[src/i2crbm_pkg.sv]
// Shared types and constants for the I2C register byte master.
package i2crbm_pkg;

   // Queue sizes between the ports, the front end and the sequencer
   localparam int REQ_DEPTH = 4;
   localparam int REQ_PTR_W = $clog2(REQ_DEPTH);
   localparam int REQ_CNT_W = $clog2(REQ_DEPTH + 1);
   localparam int RSP_DEPTH = 2;
   localparam int RSP_PTR_W = $clog2(RSP_DEPTH);
   localparam int RSP_CNT_W = $clog2(RSP_DEPTH + 1);

   // Configuration port
   localparam int CSR_ADDR_W = 3;
   localparam int CSR_DATA_W = 32;
   localparam logic CSR_PHASE_TICKS = 1'b0;
   localparam logic CSR_ACK_TIMEOUT = 1'b1;
   localparam logic [15:0] PHASE_TICKS_RESET = 16'd1;
   localparam logic [7:0] ACK_TIMEOUT_RESET = 8'd250;

   // Bits per byte on the bus
   localparam logic [3:0] BYTE_BITS = 4'd8;

   // Bus phases of the sequencer
   typedef enum logic [20:0] {
      PH_IDLE    = 21'h000001,
      PH_ST_A    = 21'h000002,
      PH_ST_B    = 21'h000004,
      PH_ST_C    = 21'h000008,
      PH_WB_LO   = 21'h000010,
      PH_WB_HI   = 21'h000020,
      PH_AK_LO   = 21'h000040,
      PH_AK_HI   = 21'h000080,
      PH_AK_WAIT = 21'h000100,
      PH_AK_END  = 21'h000200,
      PH_RB_HI   = 21'h000400,
      PH_RB_LO   = 21'h000800,
      PH_NK_LO   = 21'h001000,
      PH_NK_HI   = 21'h002000,
      PH_NK_END  = 21'h004000,
      PH_SP_A    = 21'h008000,
      PH_SP_B    = 21'h010000,
      PH_SP_C    = 21'h020000,
      PH_EP_A    = 21'h040000,
      PH_EP_B    = 21'h080000,
      PH_EP_C    = 21'h100000
   } phase_type;

   // Which byte of the transaction is in flight
   typedef enum logic [4:0] {
      STG_DEV  = 5'b00001,
      STG_REG  = 5'b00010,
      STG_DATA = 5'b00100,
      STG_RDEV = 5'b01000,
      STG_READ = 5'b10000
   } stage_type;

   // One tick of input
   typedef struct packed {
      logic       start_request;
      logic       opcode;
      logic [7:0] dev_addr;
      logic [7:0] reg_addr;
      logic [7:0] write_data;
      logic       sda_in;
   } req_type;

   // One tick of output
   typedef struct packed {
      logic       scl_out;
      logic       sda_out;
      logic       busy_res;
      logic       done_res;
      logic [7:0] read_data;
      logic       ack_error;
   } rsp_type;

endpackage

[src/i2crbm_front.sv]
// Front end: packs input ticks and queues them for the sequencer.
module i2crbm_front
   import i2crbm_pkg::*;
(
   input  logic       clock,
   input  logic       reset,
   input  logic       push,
   output logic       full,
   input  logic       start_request,
   input  logic       opcode,
   input  logic [7:0] dev_addr,
   input  logic [7:0] reg_addr,
   input  logic [7:0] write_data,
   input  logic       sda_in,
   output logic       item_valid,
   output req_type    item,
   input  logic       item_pop
);

   logic [REQ_PTR_W-1:0] wr_ptr_ff, wr_ptr_in;
   logic [REQ_PTR_W-1:0] rd_ptr_ff, rd_ptr_in;
   logic [REQ_CNT_W-1:0] count_ff, count_in;
   req_type              slot_ff [REQ_DEPTH];
   req_type              packed_req;
   logic                 push_ok;
   logic                 pop_ok;

   // Pack the input fields into one queue entry
   always_comb begin
      packed_req.start_request = start_request;
      packed_req.opcode        = opcode;
      packed_req.dev_addr      = dev_addr;
      packed_req.reg_addr      = reg_addr;
      packed_req.write_data    = write_data;
      packed_req.sda_in        = sda_in;
   end

   assign full       = (count_ff == REQ_CNT_W'(REQ_DEPTH));
   assign item_valid = (count_ff != '0);
   assign item       = slot_ff[rd_ptr_ff];
   assign push_ok    = push & ~full;
   assign pop_ok     = item_pop & item_valid;

   // Pointer and fill count update
   always_comb begin
      wr_ptr_in = push_ok ? wr_ptr_ff + 1'b1 : wr_ptr_ff;
      rd_ptr_in = pop_ok ? rd_ptr_ff + 1'b1 : rd_ptr_ff;
      count_in  = count_ff;
      if (push_ok && !pop_ok) begin
         count_in = count_ff + 1'b1;
      end else if (pop_ok && !push_ok) begin
         count_in = count_ff - 1'b1;
      end
   end

   always_ff @(posedge clock) begin
      if (reset) begin
         wr_ptr_ff <= '0;
         rd_ptr_ff <= '0;
         count_ff  <= '0;
      end else begin
         wr_ptr_ff <= wr_ptr_in;
         rd_ptr_ff <= rd_ptr_in;
         count_ff  <= count_in;
      end
   end

   // Entry storage
   always_ff @(posedge clock) begin
      if (push_ok) begin
         slot_ff[wr_ptr_ff] <= packed_req;
      end
   end

endmodule

[src/i2crbm_seq.sv]
// Back end: the I2C bus sequencer, one tick per queued item.
module i2crbm_seq
   import i2crbm_pkg::*;
(
   input  logic        clock,
   input  logic        reset,
   input  logic [15:0] phase_ticks,
   input  logic [7:0]  ack_timeout,
   input  logic        item_valid,
   input  req_type     item,
   output logic        item_pop,
   input  logic        rsp_full,
   output logic        rsp_push,
   output rsp_type     rsp
);

   phase_type   phase_ff, phase_in;
   stage_type   stage_ff, stage_in;
   logic [3:0]  bit_count_ff, bit_count_in;
   logic [7:0]  shift_ff, shift_in;
   logic [7:0]  retry_ff, retry_in;
   logic [15:0] tick_ff, tick_in;
   logic [24:0] saved_ff, saved_in;
   logic [7:0]  read_byte_ff, read_byte_in;

   logic        step;
   logic        start;
   phase_type   cur;
   stage_type   stage_e;
   logic [15:0] tick_e;
   logic [15:0] limit;
   logic        elapsed;
   logic        op;
   logic [7:0]  dev;
   logic        scl;
   logic        sda;
   logic        done;
   logic        err;

   // One tick moves when an item waits and the result queue has room
   assign step     = item_valid & ~rsp_full;
   assign item_pop = step;
   assign rsp_push = step;

   always_comb begin
      phase_in     = phase_ff;
      stage_in     = stage_ff;
      bit_count_in = bit_count_ff;
      shift_in     = shift_ff;
      retry_in     = retry_ff;
      tick_in      = tick_ff;
      saved_in     = saved_ff;
      read_byte_in = read_byte_ff;
      done         = 1'b0;
      err          = 1'b0;

      // Latch a request seen while idle; this tick is the first of START
      start = (phase_ff == PH_IDLE) && item.start_request;
      if (start) begin
         saved_in = {item.opcode, item.dev_addr, item.reg_addr, item.write_data};
         stage_e  = STG_DEV;
         cur      = PH_ST_A;
         tick_e   = '0;
      end else begin
         stage_e  = stage_ff;
         cur      = phase_ff;
         tick_e   = tick_ff;
      end
      stage_in = stage_e;
      tick_in  = tick_e;
      phase_in = cur;
      op       = saved_in[24];
      dev      = saved_in[23:16];

      // Line levels driven during this tick
      case (cur)
         PH_ST_B, PH_SP_B, PH_EP_B: begin
            scl = 1'b1;
            sda = 1'b0;
         end
         PH_ST_C, PH_SP_A, PH_EP_A: begin
            scl = 1'b0;
            sda = 1'b0;
         end
         PH_WB_LO: begin
            scl = 1'b0;
            sda = shift_ff[7];
         end
         PH_WB_HI: begin
            scl = 1'b1;
            sda = shift_ff[7];
         end
         PH_AK_LO, PH_AK_END, PH_RB_LO, PH_NK_LO, PH_NK_END: begin
            scl = 1'b0;
            sda = 1'b1;
         end
         default: begin
            scl = 1'b1;
            sda = 1'b1;
         end
      endcase

      // Phase hold: a zero setting counts as one tick
      limit   = (phase_ticks == '0) ? 16'd1 : phase_ticks;
      elapsed = ({1'b0, tick_e} + 17'd1) >= {1'b0, limit};

      if (cur == PH_AK_WAIT) begin
         // Sample SDA once per tick while SCL is high
         if (!item.sda_in) begin
            phase_in = PH_AK_END;
            tick_in  = '0;
         end else if (retry_ff >= ack_timeout) begin
            phase_in = PH_EP_A;
            tick_in  = '0;
         end else begin
            retry_in = retry_ff + 1'b1;
         end
      end else if (cur != PH_IDLE) begin
         if (!elapsed) begin
            tick_in = tick_e + 1'b1;
         end else begin
            tick_in = '0;
            case (cur)
               PH_ST_A: phase_in = PH_ST_B;
               PH_ST_B: phase_in = PH_ST_C;
               PH_ST_C: begin
                  shift_in     = (stage_e == STG_RDEV) ? (dev | 8'h01) : dev;
                  bit_count_in = '0;
                  phase_in     = PH_WB_LO;
               end
               PH_WB_LO: phase_in = PH_WB_HI;
               PH_WB_HI: begin
                  shift_in     = {shift_ff[6:0], 1'b0};
                  bit_count_in = bit_count_ff + 1'b1;
                  phase_in     = (bit_count_in >= BYTE_BITS) ? PH_AK_LO : PH_WB_LO;
               end
               PH_AK_LO: phase_in = PH_AK_HI;
               PH_AK_HI: begin
                  retry_in = '0;
                  phase_in = PH_AK_WAIT;
               end
               PH_AK_END: begin
                  // Pick the next byte of the transaction
                  case (stage_e)
                     STG_DEV: begin
                        stage_in     = STG_REG;
                        shift_in     = saved_in[15:8];
                        bit_count_in = '0;
                        phase_in     = PH_WB_LO;
                     end
                     STG_REG: begin
                        if (!op) begin
                           stage_in     = STG_DATA;
                           shift_in     = saved_in[7:0];
                           bit_count_in = '0;
                           phase_in     = PH_WB_LO;
                        end else begin
                           stage_in = STG_RDEV;
                           phase_in = PH_ST_A;
                        end
                     end
                     STG_RDEV: begin
                        stage_in     = STG_READ;
                        bit_count_in = '0;
                        shift_in     = '0;
                        phase_in     = PH_RB_HI;
                     end
                     default: phase_in = PH_SP_A;
                  endcase
               end
               PH_RB_HI: begin
                  shift_in = {shift_ff[6:0], item.sda_in};
                  phase_in = PH_RB_LO;
               end
               PH_RB_LO: begin
                  bit_count_in = bit_count_ff + 1'b1;
                  phase_in     = (bit_count_in >= BYTE_BITS) ? PH_NK_LO : PH_RB_HI;
               end
               PH_NK_LO:  phase_in = PH_NK_HI;
               PH_NK_HI:  phase_in = PH_NK_END;
               PH_NK_END: phase_in = PH_SP_A;
               PH_SP_A:   phase_in = PH_SP_B;
               PH_SP_B:   phase_in = PH_SP_C;
               PH_SP_C: begin
                  done = 1'b1;
                  if (op) begin
                     read_byte_in = shift_ff;
                  end
                  phase_in = PH_IDLE;
               end
               PH_EP_A: phase_in = PH_EP_B;
               PH_EP_B: phase_in = PH_EP_C;
               PH_EP_C: begin
                  done     = 1'b1;
                  err      = 1'b1;
                  phase_in = PH_IDLE;
               end
               default: phase_in = PH_IDLE;
            endcase
         end
      end
   end

   // Result of this tick
   always_comb begin
      rsp.scl_out   = scl;
      rsp.sda_out   = sda;
      rsp.busy_res  = (cur != PH_IDLE);
      rsp.done_res  = done;
      rsp.read_data = read_byte_in;
      rsp.ack_error = err;
   end

   always_ff @(posedge clock) begin
      if (reset) begin
         phase_ff     <= PH_IDLE;
         stage_ff     <= STG_DEV;
         bit_count_ff <= '0;
         shift_ff     <= '0;
         retry_ff     <= '0;
         tick_ff      <= '0;
         saved_ff     <= '0;
         read_byte_ff <= '0;
      end else if (step) begin
         phase_ff     <= phase_in;
         stage_ff     <= stage_in;
         bit_count_ff <= bit_count_in;
         shift_ff     <= shift_in;
         retry_ff     <= retry_in;
         tick_ff      <= tick_in;
         saved_ff     <= saved_in;
         read_byte_ff <= read_byte_in;
      end
   end

endmodule

[src/i2crbm_rsp_queue.sv]
// Result queue between the sequencer and the result ports.
module i2crbm_rsp_queue
   import i2crbm_pkg::*;
(
   input  logic    clock,
   input  logic    reset,
   input  logic    rsp_push,
   input  rsp_type rsp_in,
   output logic    rsp_full,
   output logic    empty,
   input  logic    pop,
   output rsp_type rsp_out
);

   logic [RSP_PTR_W-1:0] wr_ptr_ff, wr_ptr_in;
   logic [RSP_PTR_W-1:0] rd_ptr_ff, rd_ptr_in;
   logic [RSP_CNT_W-1:0] count_ff, count_in;
   rsp_type              slot_ff [RSP_DEPTH];
   logic                 push_ok;
   logic                 pop_ok;

   assign rsp_full = (count_ff == RSP_CNT_W'(RSP_DEPTH));
   assign empty    = (count_ff == '0);
   assign rsp_out  = slot_ff[rd_ptr_ff];
   assign push_ok  = rsp_push & ~rsp_full;
   assign pop_ok   = pop & ~empty;

   // Pointer and fill count update
   always_comb begin
      wr_ptr_in = push_ok ? wr_ptr_ff + 1'b1 : wr_ptr_ff;
      rd_ptr_in = pop_ok ? rd_ptr_ff + 1'b1 : rd_ptr_ff;
      count_in  = count_ff;
      if (push_ok && !pop_ok) begin
         count_in = count_ff + 1'b1;
      end else if (pop_ok && !push_ok) begin
         count_in = count_ff - 1'b1;
      end
   end

   always_ff @(posedge clock) begin
      if (reset) begin
         wr_ptr_ff <= '0;
         rd_ptr_ff <= '0;
         count_ff  <= '0;
      end else begin
         wr_ptr_ff <= wr_ptr_in;
         rd_ptr_ff <= rd_ptr_in;
         count_ff  <= count_in;
      end
   end

   // Entry storage
   always_ff @(posedge clock) begin
      if (push_ok) begin
         slot_ff[wr_ptr_ff] <= rsp_in;
      end
   end

endmodule

[src/i2c_register_byte_master_core.sv]
// Single-byte register read/write I2C master, stepped one bus tick per input transfer.
// Each input transfer is one tick of the bit clock and yields exactly one result transfer
// with the SCL/SDA levels for that tick, busy, done, ack error and the last read byte.
// A request on an idle tick starts a register write (opcode 0) or a register read
// (opcode 1); each phase but the ack wait is held for phase_ticks ticks (register at
// 0x0, zero acts as one); an ack wait aborts with STOP and ack_error after more than
// ack_timeout high samples (register at 0x4). Throughput is one transfer per clock
// while the result side keeps up; the sequencer steps one tick per cycle unless the
// result queue is full or no item waits. A result reaches the ports through the
// four-entry request queue and then the two-entry result queue; while the result side
// stalls, the input side keeps accepting until both queues fill, up to six transfers.
module i2c_register_byte_master_core
   import i2crbm_pkg::*;
(
   input  logic                  clock,
   input  logic                  reset,
   // Input ticks
   input  logic                  push,
   output logic                  full,
   input  logic                  req_start_request,
   input  logic                  req_opcode,
   input  logic [7:0]            req_dev_addr,
   input  logic [7:0]            req_reg_addr,
   input  logic [7:0]            req_write_data,
   input  logic                  req_sda_in,
   // Results
   output logic                  empty,
   input  logic                  pop,
   output logic                  rsp_scl_out,
   output logic                  rsp_sda_out,
   output logic                  rsp_busy_res,
   output logic                  rsp_done_res,
   output logic [7:0]            rsp_read_data,
   output logic                  rsp_ack_error,
   // Configuration
   input  logic                  psel,
   input  logic                  penable,
   input  logic                  pwrite,
   input  logic [CSR_ADDR_W-1:0] paddr,
   input  logic [CSR_DATA_W-1:0] pwdata,
   output logic [CSR_DATA_W-1:0] prdata,
   output logic                  pready
);

   logic [15:0] phase_ticks_ff;
   logic [7:0]  ack_timeout_ff;
   logic        csr_write;
   logic        item_valid;
   req_type     item;
   logic        item_pop;
   logic        rsp_full;
   logic        rsp_push;
   rsp_type     seq_rsp;
   rsp_type     head_rsp;

   // Configuration registers
   assign pready    = 1'b1;
   assign csr_write = psel & penable & pwrite & pready;

   always_ff @(posedge clock) begin
      if (reset) begin
         phase_ticks_ff <= PHASE_TICKS_RESET;
         ack_timeout_ff <= ACK_TIMEOUT_RESET;
      end else if (csr_write) begin
         if (paddr[2] == CSR_PHASE_TICKS) begin
            phase_ticks_ff <= pwdata[15:0];
         end else begin
            ack_timeout_ff <= pwdata[7:0];
         end
      end
   end

   always_comb begin
      if (paddr[2] == CSR_PHASE_TICKS) begin
         prdata = {16'd0, phase_ticks_ff};
      end else begin
         prdata = {24'd0, ack_timeout_ff};
      end
   end

   i2crbm_front u_front (
      .clock         (clock),
      .reset         (reset),
      .push          (push),
      .full          (full),
      .start_request (req_start_request),
      .opcode        (req_opcode),
      .dev_addr      (req_dev_addr),
      .reg_addr      (req_reg_addr),
      .write_data    (req_write_data),
      .sda_in        (req_sda_in),
      .item_valid    (item_valid),
      .item          (item),
      .item_pop      (item_pop)
   );

   i2crbm_seq u_seq (
      .clock       (clock),
      .reset       (reset),
      .phase_ticks (phase_ticks_ff),
      .ack_timeout (ack_timeout_ff),
      .item_valid  (item_valid),
      .item        (item),
      .item_pop    (item_pop),
      .rsp_full    (rsp_full),
      .rsp_push    (rsp_push),
      .rsp         (seq_rsp)
   );

   i2crbm_rsp_queue u_rsp_queue (
      .clock    (clock),
      .reset    (reset),
      .rsp_push (rsp_push),
      .rsp_in   (seq_rsp),
      .rsp_full (rsp_full),
      .empty    (empty),
      .pop      (pop),
      .rsp_out  (head_rsp)
   );

   // Result fields
   assign rsp_scl_out   = head_rsp.scl_out;
   assign rsp_sda_out   = head_rsp.sda_out;
   assign rsp_busy_res  = head_rsp.busy_res;
   assign rsp_done_res  = head_rsp.done_res;
   assign rsp_read_data = head_rsp.read_data;
   assign rsp_ack_error = head_rsp.ack_error;

`ifndef SYNTHESIS
   // An accepted tick is waiting for the sequencer on the next cycle
   a_push_queued: assert property (@(posedge clock) disable iff (reset)
      (push && !full) |=> item_valid)
      else $error("accepted transfer not queued");

   // The sequencer never steps into a full result queue
   a_no_overrun: assert property (@(posedge clock) disable iff (reset)
      rsp_push |-> (!rsp_full && item_valid))
      else $error("sequencer stepped without room");

   // An ack error only comes with done on a busy tick
   a_err_done: assert property (@(posedge clock) disable iff (reset)
      (rsp_push && seq_rsp.ack_error) |-> (seq_rsp.done_res && seq_rsp.busy_res))
      else $error("ack error without done");
`endif

endmodule

[config.mk]
export PLATFORM = sky130hd
export DESIGN_NAME = i2c_register_byte_master_core
export DESIGN_NICKNAME = d
export VERILOG_FILES = /design/src/i2crbm_pkg.sv /design/src/i2crbm_front.sv /design/src/i2crbm_seq.sv /design/src/i2crbm_rsp_queue.sv /design/src/i2c_register_byte_master_core.sv
export SDC_FILE = /design/constraint.sdc
export NUM_CORES = 1
export LEC_CHECK = 0
export ABC_CLOCK_PERIOD_IN_PS = 8300
export BUFFER_PORTS_ARGS = -buffer_cell sky130_fd_sc_hd__clkbuf_2
export CORE_UTILIZATION = 50
export CTS_CLUSTER_DIAMETER = 40
export CTS_CLUSTER_SIZE = 28
export DETAILED_ROUTE_END_ITERATION = 7
export GPL_ROUTABILITY_DRIVEN = 0
export GPL_TIMING_DRIVEN = 0
export PLACE_DENSITY = 0.7
export SLEW_MARGIN = 10
export SYNTH_ARGS = -nofsm -noshare
export SYNTH_HDL_FRONTEND = slang
export SYNTH_SLANG_ARGS = --single-unit
[constraint.sdc]
create_clock -name clock -period 8.3 [get_ports clock]
set_clock_uncertainty 0.1 [all_clocks]
set_input_delay 1.66 -clock clock [delete_from_list [all_inputs] [get_ports clock]]
set_output_delay 1.66 -clock clock [all_outputs]
set_load 0.03 [all_outputs]
==> flow_metrics.env <==
export IMPL_start_kind="flop"
export IMPL_status="complete, no violations"
export IMPL_critPathCaptureType="flop"
export IMPL_seq_area_frac_synth_pct=53.84
export IMPL_ios=117
export IMPL_drive_above_1_share_pct=18.91
export IMPL_viasPerCell=5.671
export IMPL_dp_cells=1562
export IMPL_layout_cells_non_filler=1630
export IMPL_slowest_delay_ns=0.82
export IMPL_slew_viol_final=0
export IMPL_hold_viol_final=0
export IMPL_die_h_um=159.6
export IMPL_antenna_found_initial=0
export IMPL_crit_arrival_ns=7.51
export IMPL_grt_overflow=0
export IMPL_syn_inst=1143
export IMPL_cts_resized=0
export IMPL_power_density_mw_per_mm2=325.0
export IMPL_critPathMaxFanout=10
export IMPL_holdBufCountCts=0
export IMPL_grt_max_degree=28
export IMPL_synthArstFlopShare_pct=0
export IMPL_cts_root_buf="clkbuf_16"
export IMPL_drc=0
export IMPL_nets=1380
export IMPL_cts_setup_buffers=0
export IMPL_syn_to_final_growth_pct=17.33
export IMPL_synth_ff_type="edfxtp_1"
export IMPL_fin_crit_sh_pct=86.44
export IMPL_start_util_pct=51.06
export IMPL_num_rows=57
export IMPL_antenna_left=0
export IMPL_drtIter0Drc=631
export IMPL_antenna_cells=0
export IMPL_hold_path_class="flop to flop"
export IMPL_drv_cap=0
export IMPL_die_w_um=159.6
export IMPL_core_sq_mm=0.02432
export IMPL_synth_distinct_cells=80
export IMPL_r2r_slack_ns=1.13
export IMPL_dr_pass1_iters=5
export IMPL_min_from="u_seq.saved_ff[11]"
export IMPL_finalSetupViolCount=0
export IMPL_synth_edf_count=134
export IMPL_synth_commonest_cells="151 x nand2_1, 134 x edfxtp_1, 133 x dfxtp_1"
export IMPL_portBuffers=80
export IMPL_clk_pin_slew_ns=0.06
export IMPL_wl_per_cell_um=17.91
export IMPL_synth_top_area_cell="edfxtp_1"
export IMPL_period_minus_slack_ns=7.175
export IMPL_cts_tree="built"
export IMPL_clock_path_buffers=3
export IMPL_maxSlewHeadroom_pct=23.34
export IMPL_yosys_area_top_type_share_pct=32.40
export IMPL_finalSetupTns_ns=0
export IMPL_total_leakage_power_nw=5.385
export IMPL_rsz0062_at_grt="false"
export IMPL_dp_hpwl_mm=20.59
export IMPL_yosys_top_cells_area="edfxtp_1 32%, dfxtp_1 21%, mux4_2 4.9%"
export IMPL_numCtsBuffers=37
export IMPL_via_count=9244
export IMPL_peakVddDrop_mv=0.2263
export IMPL_insertion_delay_ns=0.52
export IMPL_synth_avg_cell_area_sq_um=10.86
export IMPL_synth_most_common_cell="nand2_1"
export IMPL_first_global_vias=8828
export IMPL_worstSetupPathType="flop to flop"
export IMPL_cts_sinks=267
export IMPL_grt_pass1_wl_mm=46.70
export IMPL_ys_ff_latch=267
export IMPL_worstMarginPinSlew_ns=1.146
export IMPL_grt_use_total_pct=23.16
export IMPL_crit_required_ns=8.64
export IMPL_worst_path_max_delay_cell="nor3_1"
export IMPL_dieArea_sq_mm=0.02547
export IMPL_drt_total_wl_mm=29.20
export IMPL_fmax_ghz=0.1394
export IMPL_yosys_warnings=0
export IMPL_syn_area_sq_mm=0.01242
export IMPL_htree_num_levels=2
-- per-stage QoR --
stage	utilization (%)	worst slack (ns)	total power, mW	instance area, sq um	hold slack [ns]
finish	59.91	1.125	4.735	14570	0.3550
global route	59.91	0.7293	4.953	14570	0.3812
CTS	59.91	1.179	4.751	14570	0.3512
detailed placement	54.63	1.254	3.121	13290	0.3428
global placement	54.61	1.330	3.085	13280	0.3380
floorplan	-	2.527	2.718	12470	0.3317
-- per-layer routing --
layer | vias to the layer above | routed length (um) | part of all wire, % | global-route usage (%)
li1 | 4439 | - | - | -
met1 | 4430 | 12720 | 44 | 30.60
met2 | 316 | 13830 | 47 | 38.57
met3 | 59 | 1794 | 6.1 | 3.621
met4 | 0 | 855 | 2.9 | 8.435
met5 | - | 0 | 0 | 0
-- worst max-delay path, delay by kind of cell, from the launching register on --
| kind | cells | cell delay [ns] |
|---|---|---|
| adders and majority gates | 2 | 0.57 |
| DFF | 1 | 0.31 |
| and+or+nand+nor | 12 | 2.93 |
| AOI/OAI and AO/OA | 4 | 1.14 |
| buffers and inverters | 5 | 1.28 |
| xor gates and xnor gates | 1 | 0.16 |
| muxes | 1 | 0.61 |
-- cell type report --
cell class / instances / area [sq um]
inverters: 40 / 150.1
clock buffers: 42 / 987.2
fillers: 1917 / 9749
multi-input cells: 781 / 5278
clock inverters: 26 / 297.8
well taps: 324 / 405.4
flip-flops and latches: 267 / 6686
repair buffers: 80 / 400.4
plain buffers: 70 / 365.4
-- path summary, 6_finish.rpt --
path,end,depth (start not counted)
setup / recovery,u_seq.phase_ff[17],25
hold / removal,u_seq.saved_ff[11],2
setup reg to reg,u_seq.phase_ff[17],25
hold reg to reg,u_seq.saved_ff[11],2
-- report_power, final --
group	switching [mW]	internal, mW	total (mW)	leakage [nW]
Combinational	0.939	0.497	1.44	2.46
Sequential	0.0929	1.58	1.67	2.31
Clock	0.621	1.00	1.62	0.621
-- cell families after synthesis --
kind of cell | after synthesis | share of synthesized area, %
simple gates | 426 | 16.79
flops | 267 | 53.84
compound gates | 199 | 10.62
buf+inv | 110 | 4.151
mux | 69 | 8.514
xor+xnor | 36 | 2.539
fa+ha+maj | 34 | 3.486
other cells | 2 | 0.06048
-- cells in the final DEF, fill, tap and decap left out, drive strengths merged, types with 5 or more instances in the layout --
cell	synthesis	layout
and4b	5	5
nor2b	8	8
a221oi	9	9
clkbuf	40	162
o21ai	35	35
mux2i	19	19
nand4	13	13
a211oi	31	31
ha	33	33
a22oi	9	9
xor2	17	17
mux4	27	27
nand3	26	26
a22o	5	5
clkinv	1	8
and2	15	15
and4	8	8
dfxtp	133	133
inv	39	50
buf	30	30
or3	7	7
o211ai	9	9
nor4	13	13
nand2	151	151
nor3	32	32
conb	2	17
nor2	121	121
nand2b	5	5
mux2	23	23
edfxtp	134	134
xnor2	19	19
a21oi	67	67
-- state kept, by name (all words and copies together) (netlist names), 3 cells and up, named ones only --
signal               flops
u_front.slot_ff        108
phase_ticks_ff          16
u_seq.bit_count_ff       4
u_seq.retry_ff           8
u_seq.read_byte_ff       8
u_front.count_ff         3
u_seq.stage_ff           5
ack_timeout_ff           8
u_seq.shift_ff           8
u_rsp_queue.slot_ff     26
u_seq.saved_ff          25
u_seq.phase_ff          21
u_seq.tick_ff           16
Power figures use the tool's default switching activity.
